$ cat src/rtl/rir_pkg.sv
package rir_pkg;

  localparam int ID_W              = 62;
  localparam int ACT_W             = 3;
  localparam int ST_W              = 2;
  localparam int EC_W              = 2;

  localparam int DEF_LOCAL_ENTRIES = 16;
  localparam int DEF_PEER_ENTRIES  = 16;
  localparam int DEF_ID_BITS       = 62;

  localparam logic [ACT_W-1:0] ACT_ALLOC     = 3'd0;
  localparam logic [ACT_W-1:0] ACT_VALIDATE  = 3'd1;
  localparam logic [ACT_W-1:0] ACT_REG_LOCAL = 3'd2;
  localparam logic [ACT_W-1:0] ACT_UNREG     = 3'd3;
  localparam logic [ACT_W-1:0] ACT_REG_PEER  = 3'd4;
  localparam logic [ACT_W-1:0] ACT_RESET     = 3'd5;

  localparam logic [ST_W-1:0] ST_OK     = 2'd0;
  localparam logic [ST_W-1:0] ST_PARITY = 2'd1;
  localparam logic [ST_W-1:0] ST_DUP    = 2'd2;
  localparam logic [ST_W-1:0] ST_FULL   = 2'd3;

  localparam logic [EC_W-1:0] EC_NONE     = 2'd0;
  localparam logic [EC_W-1:0] EC_INVALID  = 2'd1;
  localparam logic [EC_W-1:0] EC_INTERNAL = 2'd2;

  typedef struct packed {
    logic eq;
    logic ge;
  } cmp_res_t;

  function automatic logic [EC_W-1:0] class_of(input logic [ST_W-1:0] st);
    logic [EC_W-1:0] ec;
    case (st)
      ST_OK:     ec = EC_NONE;
      ST_PARITY: ec = EC_INVALID;
      ST_DUP:    ec = EC_INVALID;
      ST_FULL:   ec = EC_INTERNAL;
      default:   ec = EC_NONE;
    endcase
    return ec;
  endfunction

endpackage

$ cat src/rtl/rir_ram.sv
module rir_ram #(
  parameter int WIDTH = 62,
  parameter int DEPTH = 16
) (
  input  logic                                       clk,
  input  logic                                       we,
  input  logic [((DEPTH > 1) ? $clog2(DEPTH) : 1)-1:0] waddr,
  input  logic [WIDTH-1:0]                           wdata,
  input  logic [((DEPTH > 1) ? $clog2(DEPTH) : 1)-1:0] raddr,
  output logic [WIDTH-1:0]                           rdata
);

  logic [WIDTH-1:0] mem_r [DEPTH];

  always_ff @(posedge clk) begin
    if (we) begin
      mem_r[waddr] <= wdata;
    end
    rdata <= mem_r[raddr];
  end

endmodule

$ cat src/rtl/rir_unit.sv
module rir_unit #(
  parameter int ID_BITS = 62
) (
  input  logic [ID_BITS-1:0] a,
  input  logic [ID_BITS-1:0] b,
  output rir_pkg::cmp_res_t  res,
  output logic [ID_BITS-1:0] sum
);
  import rir_pkg::*;

  localparam logic [ID_BITS-1:0] STEP = ID_BITS'(2);

  assign res.eq = (a == b);
  assign res.ge = (a >= b);
  assign sum    = a + STEP;

endmodule

$ cat src/rtl/request_id_registry.sv
// Request ID registry. One word in on start (accepted while busy is low), one
// result word out, shown for a single cycle with out_valid; the receiver
// cannot stall it. Validate, register local, unregister and register peer
// walk the chosen table one entry per cycle through its RAM read port and a
// shared comparator, and a new word is accepted only once the walk and the
// result are done. Allocate, reset, unused action codes and parity failures
// skip the walk. cfg_data sets the role bit (1 = server, odd local IDs); the
// user must write it only while idle, which the block itself does not enforce.
module request_id_registry #(
  parameter int LOCAL_ENTRIES = rir_pkg::DEF_LOCAL_ENTRIES,
  parameter int PEER_ENTRIES  = rir_pkg::DEF_PEER_ENTRIES,
  parameter int ID_BITS       = rir_pkg::DEF_ID_BITS
) (
  input  logic                      clk,
  input  logic                      rst_n,
  input  logic                      cfg_we,
  input  logic                      cfg_data,
  input  logic                      start,
  output logic                      busy,
  input  logic [rir_pkg::ACT_W-1:0] in_action,
  input  logic [rir_pkg::ID_W-1:0]  in_request_id,
  output logic                      out_valid,
  output logic [rir_pkg::ST_W-1:0]  out_status,
  output logic [rir_pkg::EC_W-1:0]  out_error_class,
  output logic [rir_pkg::ID_W-1:0]  out_allocated_id
);
  import rir_pkg::*;

  localparam int LIW = (LOCAL_ENTRIES > 1) ? $clog2(LOCAL_ENTRIES) : 1;
  localparam int PIW = (PEER_ENTRIES > 1) ? $clog2(PEER_ENTRIES) : 1;
  localparam int SIW = (LIW > PIW) ? LIW : PIW;
  localparam logic [SIW-1:0] LOC_LAST  = SIW'(LOCAL_ENTRIES - 1);
  localparam logic [SIW-1:0] PEER_LAST = SIW'(PEER_ENTRIES - 1);

  localparam logic [1:0] S_IDLE = 2'd0;
  localparam logic [1:0] S_SCAN = 2'd1;
  localparam logic [1:0] S_LAST = 2'd2;
  localparam logic [1:0] S_FIN  = 2'd3;

  logic [1:0]               state_r, state_nxt;
  logic                     lis_r;
  logic [ACT_W-1:0]         act_r;
  logic [ID_BITS-1:0]       id_r;
  logic                     tbl_peer_r;
  logic [SIW-1:0]           idx_r;
  logic [SIW-1:0]           cmp_idx_r;
  logic                     cmp_vld_r;
  logic                     found_r;
  logic [SIW-1:0]           match_idx_r;
  logic                     free_found_r;
  logic [SIW-1:0]           free_idx_r;
  logic [ID_BITS-1:0]       next_local_r, next_local_nxt;
  logic [LOCAL_ENTRIES-1:0] loc_valid_r, loc_valid_nxt;
  logic [PEER_ENTRIES-1:0]  peer_valid_r, peer_valid_nxt;

  logic [63:0]              req_ext;
  logic [ID_BITS-1:0]       id_in;
  logic                     accept;
  logic                     in_par_bad;
  logic                     need_scan;
  logic [ID_BITS-1:0]       loc_rdata, peer_rdata;
  logic [ID_BITS-1:0]       unit_a, unit_b, unit_sum;
  cmp_res_t                 unit_res;
  logic                     vbit;
  logic                     last_issue;
  logic                     par_bad_loc, par_bad_peer;
  logic [ST_W-1:0]          st;
  logic [ID_BITS-1:0]       alloc;
  logic                     ins_loc, ins_peer;
  logic [63:0]              alloc_ext;

  assign busy    = (state_r != S_IDLE);
  assign accept  = start && !busy;
  assign req_ext = 64'(in_request_id);
  assign id_in   = req_ext[ID_BITS-1:0];

  always_comb begin
    in_par_bad = 1'b0;
    if (in_action inside {ACT_VALIDATE, ACT_REG_LOCAL}) begin
      in_par_bad = (id_in[0] != lis_r);
    end else if (in_action == ACT_REG_PEER) begin
      in_par_bad = (id_in[0] == lis_r);
    end
    need_scan = (in_action inside {ACT_VALIDATE, ACT_REG_LOCAL, ACT_UNREG, ACT_REG_PEER})
                && !in_par_bad;
  end

  rir_ram #(.WIDTH(ID_BITS), .DEPTH(LOCAL_ENTRIES)) u_loc_ram (
    .clk   (clk),
    .we    (ins_loc),
    .waddr (free_idx_r[LIW-1:0]),
    .wdata (id_r),
    .raddr (idx_r[LIW-1:0]),
    .rdata (loc_rdata)
  );

  rir_ram #(.WIDTH(ID_BITS), .DEPTH(PEER_ENTRIES)) u_peer_ram (
    .clk   (clk),
    .we    (ins_peer),
    .waddr (free_idx_r[PIW-1:0]),
    .wdata (id_r),
    .raddr (idx_r[PIW-1:0]),
    .rdata (peer_rdata)
  );

  assign unit_a = (state_r == S_FIN && act_r == ACT_ALLOC) ? next_local_r : id_r;
  assign unit_b = (state_r == S_FIN) ? next_local_r : (tbl_peer_r ? peer_rdata : loc_rdata);

  rir_unit #(.ID_BITS(ID_BITS)) u_unit (
    .a   (unit_a),
    .b   (unit_b),
    .res (unit_res),
    .sum (unit_sum)
  );

  assign vbit = tbl_peer_r ? peer_valid_r[cmp_idx_r[PIW-1:0]]
                           : loc_valid_r[cmp_idx_r[LIW-1:0]];
  assign last_issue = (idx_r == (tbl_peer_r ? PEER_LAST : LOC_LAST));

  assign par_bad_loc  = (id_r[0] != lis_r);
  assign par_bad_peer = (id_r[0] == lis_r);

  always_comb begin
    st             = ST_OK;
    alloc          = '0;
    ins_loc        = 1'b0;
    ins_peer       = 1'b0;
    next_local_nxt = next_local_r;
    loc_valid_nxt  = loc_valid_r;
    peer_valid_nxt = peer_valid_r;
    if (state_r == S_FIN) begin
      case (act_r)
        ACT_ALLOC: begin
          alloc          = next_local_r;
          next_local_nxt = unit_sum;
        end
        ACT_VALIDATE: begin
          st = par_bad_loc ? ST_PARITY : (found_r ? ST_DUP : ST_OK);
        end
        ACT_REG_LOCAL: begin
          if (par_bad_loc) begin
            st = ST_PARITY;
          end else if (found_r) begin
            st = ST_DUP;
          end else if (!free_found_r) begin
            st = ST_FULL;
          end else begin
            ins_loc = 1'b1;
            loc_valid_nxt[free_idx_r[LIW-1:0]] = 1'b1;
            if (unit_res.ge) begin
              next_local_nxt = unit_sum;
            end
          end
        end
        ACT_UNREG: begin
          if (found_r) begin
            loc_valid_nxt[match_idx_r[LIW-1:0]] = 1'b0;
          end else begin
            st = ST_DUP;
          end
        end
        ACT_REG_PEER: begin
          if (par_bad_peer) begin
            st = ST_PARITY;
          end else if (found_r) begin
            st = ST_DUP;
          end else if (!free_found_r) begin
            st = ST_FULL;
          end else begin
            ins_peer = 1'b1;
            peer_valid_nxt[free_idx_r[PIW-1:0]] = 1'b1;
          end
        end
        ACT_RESET: begin
          loc_valid_nxt  = '0;
          peer_valid_nxt = '0;
          next_local_nxt = ID_BITS'(lis_r);
        end
        default: begin
        end
      endcase
    end
  end

  always_comb begin
    state_nxt = state_r;
    case (state_r)
      S_IDLE: begin
        if (accept) begin
          state_nxt = need_scan ? S_SCAN : S_FIN;
        end
      end
      S_SCAN: begin
        if (last_issue) begin
          state_nxt = S_LAST;
        end
      end
      S_LAST: state_nxt = S_FIN;
      S_FIN:  state_nxt = S_IDLE;
      default: state_nxt = S_IDLE;
    endcase
  end

  assign alloc_ext = 64'(alloc);

  always_ff @(posedge clk) begin
    if (!rst_n) begin
      state_r      <= S_IDLE;
      lis_r        <= 1'b0;
      next_local_r <= '0;
      loc_valid_r  <= '0;
      peer_valid_r <= '0;
      cmp_vld_r    <= 1'b0;
      out_valid    <= 1'b0;
    end else begin
      state_r      <= state_nxt;
      next_local_r <= next_local_nxt;
      loc_valid_r  <= loc_valid_nxt;
      peer_valid_r <= peer_valid_nxt;
      cmp_vld_r    <= (state_r == S_SCAN);
      out_valid    <= (state_r == S_FIN);
      if (cfg_we) begin
        lis_r <= cfg_data;
      end
    end
  end

  always_ff @(posedge clk) begin
    cmp_idx_r <= idx_r;
    if (accept) begin
      act_r        <= in_action;
      id_r         <= id_in;
      tbl_peer_r   <= (in_action == ACT_REG_PEER);
      idx_r        <= '0;
      found_r      <= 1'b0;
      free_found_r <= 1'b0;
      match_idx_r  <= '0;
      free_idx_r   <= '0;
    end else begin
      if (state_r == S_SCAN) begin
        idx_r <= idx_r + SIW'(1);
      end
      if (cmp_vld_r) begin
        if (vbit && unit_res.eq && !found_r) begin
          found_r     <= 1'b1;
          match_idx_r <= cmp_idx_r;
        end
        if (!vbit && !free_found_r) begin
          free_found_r <= 1'b1;
          free_idx_r   <= cmp_idx_r;
        end
      end
    end
    if (state_r == S_FIN) begin
      out_status       <= st;
      out_error_class  <= class_of(st);
      out_allocated_id <= alloc_ext[ID_W-1:0];
    end
  end

`ifndef SYNTH
  a_busy_after_accept: assert property (@(posedge clk) disable iff (!rst_n)
    accept |=> busy)
    else $error("busy not raised after accept");

  a_strobe_after_fin: assert property (@(posedge clk) disable iff (!rst_n)
    (state_r == S_FIN) |=> out_valid)
    else $error("result strobe missing after finish");

  a_strobe_only_after_fin: assert property (@(posedge clk) disable iff (!rst_n)
    out_valid |-> $past(state_r == S_FIN))
    else $error("result strobe without finish");

  a_class_match: assert property (@(posedge clk) disable iff (!rst_n)
    out_valid |-> (out_error_class == class_of(out_status)))
    else $error("error class does not match status");

  a_alloc_ok: assert property (@(posedge clk) disable iff (!rst_n)
    (out_valid && out_allocated_id != '0) |-> (out_status == ST_OK))
    else $error("allocated id with failing status");
`endif

endmodule

$ cat config.mk
export PLATFORM = sky130hd
export DESIGN_NAME = request_id_registry
export DESIGN_NICKNAME = d
export VERILOG_FILES = /design/src/rtl/rir_pkg.sv /design/src/rtl/rir_ram.sv /design/src/rtl/rir_unit.sv /design/src/rtl/request_id_registry.sv
export SDC_FILE = /design/constraint.sdc
export NUM_CORES = 2
export LEC_CHECK = 0
export BUFFER_PORTS_ARGS = -buffer_cell sky130_fd_sc_hd__buf_2
export CAP_MARGIN = 20
export CELL_PAD_IN_SITES_DETAIL_PLACEMENT = 1
export CELL_PAD_IN_SITES_GLOBAL_PLACEMENT = 1
export CORE_UTILIZATION = 45
export CTS_BUF_LIST = sky130_fd_sc_hd__clkbuf_4 sky130_fd_sc_hd__clkbuf_8
export CTS_CLUSTER_DIAMETER = 100
export DETAILED_ROUTE_END_ITERATION = 8
export GPL_TIMING_DRIVEN = 0
export PLACE_DENSITY_LB_ADDON = 0.1
export SLEW_MARGIN = 30
export SYNTH_ARGS = -nofsm -noshare
export SYNTH_HDL_FRONTEND = slang
export SYNTH_SLANG_ARGS = --single-unit
$ cat constraint.sdc
create_clock -name clk -period 9.1 [get_ports clk]
set_clock_uncertainty 0.1 [all_clocks]
set_input_delay 2.73 -clock clk [delete_from_list [all_inputs] [get_ports clk]]
set_output_delay 2.73 -clock clk [all_outputs]
set_load 0.005 [all_outputs]
# --- Yosys cells after proc, flatten, opt, wreduce, memory -nomap -nowiden ---
# Memory sizes are Yosys's and may differ from the RTL's. A register that Yosys moved wholly into a read port is not among the register bits.
# Index checks and enable logic that the tools add are counted.
totals:
  reg_bits: 249
  latch_bits: 0
  ramBits: 1984
  mem_bits_ro: 0
  in_bits: 70
  out_inout_bits: 68
  mem_count: 2
mem_list:
  columns: ["name", "words", "word_bits", "read_ports", "rd_ports_with_merged_regs", "write_ports", "line", "text"]
  rows:
  - ["u_loc_ram.mem_r", 16, 62, 1, 1, 1, "rir_ram.sv:13", "logic [WIDTH-1:0] mem_r [DEPTH];"]
  - ["u_peer_ram.mem_r", 16, 62, 1, 1, 1, "rir_ram.sv:13", null]
op_classes:
  n_addsub: 2
  mul: 0
  div: 0
  magnitude_cmp: 6
  n_eq_ne: 31
  shift: 0
  mux: 54
  n_bitwise: 4
  n_reduce_logical: 29
ops:
  columns: ["cell", "n"]
  rows:
  - ["$mux W62", 7]
  - ["$pmux W62 S3", 1]
  - ["$mux W16", 7]
  - ["$add A62 B2 Y62 const B", 1]
  - ["$eq A62 B62 Y1", 1]
  - ["$ge A62 B62 Y1", 1]
  - ["$pmux W16 S3", 1]
  - ["$or A16 B16 Y16", 2]
  - ["$pmux W16 S2", 1]
  - ["$mux W2", 11]
  - ["$mux W1", 19]
  - ["$ne A2 B2 Y1 const B", 9]
  - ["$and A16 B16 Y16", 1]
  - ["$not A16 Y16", 1]
  - ["$pmux W2 S4", 2]
  - ["$lt A4 B5 Y1 const B", 3]
  - ["$eq A3 B2 Y1 const B", 4]
  - ["$reduce_and A6 Y1", 2]
  - ["$eq A3 B3 Y1 const B", 3]
  - ["$bmux W1 S4", 2]
  - ["$demux W1 S4", 2]
  - ["$eq A2 B2 Y1 const B", 4]
  - ["$ge A4 B1 Y1 const B", 2]
  - ["$logic_and A1 B1 Y1", 8]
  - ["other kinds (17)", 31]

# --- Logic depth before layout (Yosys ltp) ---
logic_depth:
  depth_word: 9
  depth_mapped: 22

# --- By module ---
# A second synthesis with hierarchy kept.
hier_totals:
  cells_unflattened: 4697
  hier_area_um2: 90917.2
by_module_without_submodules:
  columns: ["mod", "instances", "cells_each", "area_each_um2"]
  rows:
  - ["rir_ram", 2, 1598, 38333.0]
  - ["request_id_registry", 1, 1091, 11412.2]
  - ["rir_unit", 1, 410, 2839.0]

# --- Least setup slack after synthesis ---
# OpenSTA, ideal clock, no wires.
synth_path:
  kind: "register -> register"
  startpoint: "register state_r[0]"
  endpoint: "register next_local_r[50]"
  t_arrival_ps: 6327
  required_ps: 8941
  slack_ps: 2613
  path_stages_with_launch: 22
  path_buffers: 8
  synth_period_minus_slack_ps: 6487
  cell_sequence: "dfxtp_1 -> ha_1 -> nor4b_4 -> buf_2 -> buf_2 -> buf_2 -> clkbuf_1 -> clkbuf_1 -> nand2_1 -> nand2_1 -> ha_1 -> nand4_1 -> nor3_1 -> and3_1 -> nand3_1 -> a31oi_1 -> o31a_1 -> clkbuf_1 -> and3_1 -> clkbuf_1 -> clkbuf_1 -> a22o_1"
synth_via:
  elab_chain_len: 9
  word_cells_on_any_way: 13
  classes_between: "1 x add/sub; 1 x order compare; 2 x eq/ne; 7 x mux; 2 x reduce/logical"
synth_rtl:
  columns: ["element", "line", "text"]
  rows:
  - ["start, declared", "request_id_registry.sv:40", "logic [1:0] state_r, state_nxt;"]
  - ["start signal, assigned", "request_id_registry.sv:216", "state_r <= state_nxt;"]
  - ["$eq A2 B2 Y1 *", "request_id_registry.sv:106, request_id_registry.sv:107, request_id_registry.sv:131", null]
  - ["$logic_and A1 B1 Y1", "request_id_registry.sv:106", "assign unit_a = (state_r == S_FIN && act_r == ACT_ALLOC) ? next_local_r : id_r;"]
  - ["$mux W62", "request_id_registry.sv:106", null]
  - ["$add A62 B2 Y62", "rir_unit.sv:15", "assign sum = a + STEP;"]
  - ["$mux W62", "request_id_registry.sv:150", "if (unit_res.ge) begin"]
  - ["$mux W62", "request_id_registry.sv:145", "end else if (!free_found_r) begin"]
  - ["$mux W62", "request_id_registry.sv:143", "end else if (found_r) begin"]
  - ["$mux W62", "request_id_registry.sv:141", "if (par_bad_loc) begin"]
  - ["$pmux W62 S3", "request_id_registry.sv:132", "case (act_r)"]
  - ["end signal, assigned", "request_id_registry.sv:217", "next_local_r <= next_local_nxt;"]
  - ["end, declared", "request_id_registry.sv:52", "logic [ID_BITS-1:0] next_local_r, next_local_nxt;"]
# Every way passes the cells marked *; elsewhere a longest branch is shown, timed or not. The select of a mux whose other input is x is not followed.
# A chain may end at the register's enable or synchronous reset.

# --- Worst setup path in the final report ---
layout_path:
  startpoint: "register state_r[0]"
  endpoint: "register next_local_r[53]"
# Same word-level chain as after synthesis.

==> qor.yml <==
status: "complete, no violations"
final_cell_mix: "edfxtp_1 (2116), mux4_2 (630), clkbuf_8 (464)"
yosysWarnings: 0
end_kind: "flop"
switching_share_pct: 27.6
holdWs_ps: 255
syn_avg_cell_area_um2: 20.3
cpPeakStageDelay_ps: 810
drtIter0Drc: 4640
antenna_found_initial: 17
firstDrtPassIters: 7
cap_viol_max_count: 0
globalplace.congestion: 0.900
internal_power_mw: 20.8
clock_latency_ps: 1120
ir_drop_mv: 0.162
die_h_um: 453
fin_area_um2: 110000
core_area_um2: 202000
crit_slowest_cell: "clkdlybuf4s15_1"
synth-edff-count: 2116
cts_hold_buf: 0
fillers: 17800
power_switching_mw: 7.91
clk_pin_slew_ps: 70
drc: 0
grt_start_max_net_pins: 37
post_drt_wl_per_cell_um: 32.6
synth_nets: 4653
hp-class: "reg2reg"
drtAntennaViolNets: 0
worst_slew_pin_slew_ps: 1050
synth_ff_type: "edfxtp_1"
place.port_buffers: 137
cts_inserted_buffers: 403
period_minus_slack_ps: 8880
reg2reg_depth: 22
power_frac_clock_pct: 35.0
fin_nets: 5437
dp_slack_ps: 50.6
root_buffer: "clkbuf_8"
min_period_over_period_pct: 97.6
die_area_um2: 205000
slew_headroom_pct: 30.0
drive_gt1_share_pct: 33.1
gr-total-overflow: 0
pwr-share-seq_pct: 46.0
hold_violations: 0
mostFrequentLayoutCell: "edfxtp_1"
start_kind: "flop"
cts_tree: "built"
grt_pass1_wl_um: 384000
place_area_um2: 101000
cts_buffer_depth: 4
p_per_area_nw_per_um2: 261
viasPerCell: 5.87
rsz0062_at_grt: "false"
netlist_area_um2: 91400
clock_sinks: 2357
slew_viol_final: 0
synthArstFlopShare_pct: 0
wl_um: 271000
initial_core_util_pct: 45.2
die_w_um: 453
row_count: 165
io_pins: 138
syn_inst: 4513
hold_path_depth: 0
cp.arrival_ps: 9790
crit_required_ps: 10000
crit_fanout: 29
vias: 48600
grt_pass1_vias: 51000
p_leak_nw: 35.8
setup_violations: 0
power_frac_comb_pct: 19.1
synth_cell_types: 68
clock.fmax_ghz: 0.113
crit_chain: "ha_4, buf_12, nor4b_4, buf_2, buf_2, buf_2, clkbuf_1, clkdlybuf4s15_1, nand2_1, nand2_1, ha_1, nand4_1, nor3_2, and3_1, nand3_1, a31oi_1, o31a_1, clkbuf_1, and3_1, clkbuf_1, clkbuf_1, a22o_1"
dp_hpwl_um: 190000
cpMostUsedCell: "clkbuf_1"
area_growth_pct: 20.1
ys_seq_area_share_pct: 74.8
setup_tns_ps: 0
ys_ff_latch: 2357
htree_levels: 5
grt_usage_pct: 26.6
worst_slack_ps: 215
critPathKind: "reg2reg"
worst paths after layout:
kind	endpoint	start	slack, ps
max	next_local_r[53]	state_r[0]	220
min	cmp_idx_r[3]	idx_r[3]	260
max reg2reg	next_local_r[53]	state_r[0]	220
min reg2reg	cmp_idx_r[3]	idx_r[3]	260
layout make-up:
| class | count | area (um^2) | share of cell area [%] |
|---|---|---|---|
| Multi-Input combinational cell | 1901 | 22300 | 20.3 |
| Timing Repair Buffer | 379 | 6140 | 5.59 |
| Sequential cell | 2357 | 68400 | 62.3 |
| Clock inverter | 117 | 1010 | 0.922 |
| Antenna cell | 3 | 7.51 | 0.00684 |
| Clock buffer | 607 | 7460 | 6.79 |
| Tap cell | 2672 | 3340 | 3.05 |
| Inverter | 26 | 97.6 | 0.0889 |
| Buffer | 229 | 1020 | 0.932 |
what timing repair did:
action                     4_1_cts  5_1_grt
resized for setup                0        2
setup endpoints to repair        0       10
setup buffers                    0        0
cells in the mapped netlist (19+ instances only):
master | n | area share (%)
edfxtp_1 | 2116 | 70
mux4_2 | 630 | 16
dfxtp_1 | 241 | 5.3
nor2_1 | 223 | 0.92
nand2_1 | 199 | 0.82
clkbuf_1 | 164 | 0.67
a21oi_1 | 144 | 0.79
mux2i_1 | 105 | 1.1
and2_1 | 71 | 0.49
ha_1 | 70 | 0.96
nand3_1 | 62 | 0.34
nand4_1 | 52 | 0.36
buf_1 | 51 | 0.21
o21ai_0 | 46 | 0.25
xnor2_1 | 45 | 0.43
a22o_1 | 41 | 0.39
nor3_1 | 29 | 0.16
inv_1 | 25 | 0.10
o21a_1 | 19 | 0.16
flip-flops by register name (all words and copies together) (netlist names), 4 cells and up:
| name | flops |
|---|---|
| u_loc_ram.mem_r | 992 |
| u_peer_ram.mem_r | 992 |
| id_r | 62 |
| next_local_r | 62 |
| out_allocated_id | 62 |
| u_loc_ram.rdata | 62 |
| u_peer_ram.rdata | 62 |
| loc_valid_r | 16 |
| peer_valid_r | 16 |
| cmp_idx_r | 4 |
| free_idx_r | 4 |
| idx_r | 4 |
| match_idx_r | 4 |
worst max-delay path, delay by kind of cell, from the launching register on:
family	cells	cell delay, ps
compound gates	3	750
fa+ha+maj	2	530
buf+inv	9	4220
flops	1	430
simple gates	8	2780
through the flow:
stage	std cells	util [%]	power [mW]
6_report	8291	54.3	28.7
5_1_grt	8291	54.3	29.7
4_1_cts	8269	54.2	28.9
3_5_place_dp	7545	50.0	18.9
3_3_place_gp	7322	47.2	18.6
2_1_floorplan	4513	-	16.5
metal layers:
metal  share of wire (%)  vias to the layer above  GRT usage [%]
met4                 2.9                        2           8.48
li1                    -                    20200              -
met3                 5.7                      433           4.62
met2                  49                     1674           42.9
met5              0.0026                        -              0
met1                  43                    26400           37.1
cells by family after synthesis:
| group | count (synthesis) | synth area share (%) |
|---|---|---|
| AOI/OAI and AO/OA | 308 | 2.06 |
| xor gates and xnor gates | 63 | 0.604 |
| adders and majority gates | 70 | 0.958 |
| buffers and inverters | 255 | 1.08 |
| DFF | 2357 | 74.8 |
| muxes | 740 | 16.7 |
| and+or+nand+nor | 720 | 3.78 |
power by group through the flow:
stage	Clock, mW	Combinational, mW	Sequential [mW]
after global placement	0	4.81	13.7
after global routing	10.6	5.85	13.2
after detailed placement	0	5.37	13.5
final	10.0	5.46	13.2
after floorplan	0	3.25	13.3
after CTS	10.2	5.39	13.3
Power figures use the tool's default switching activity.
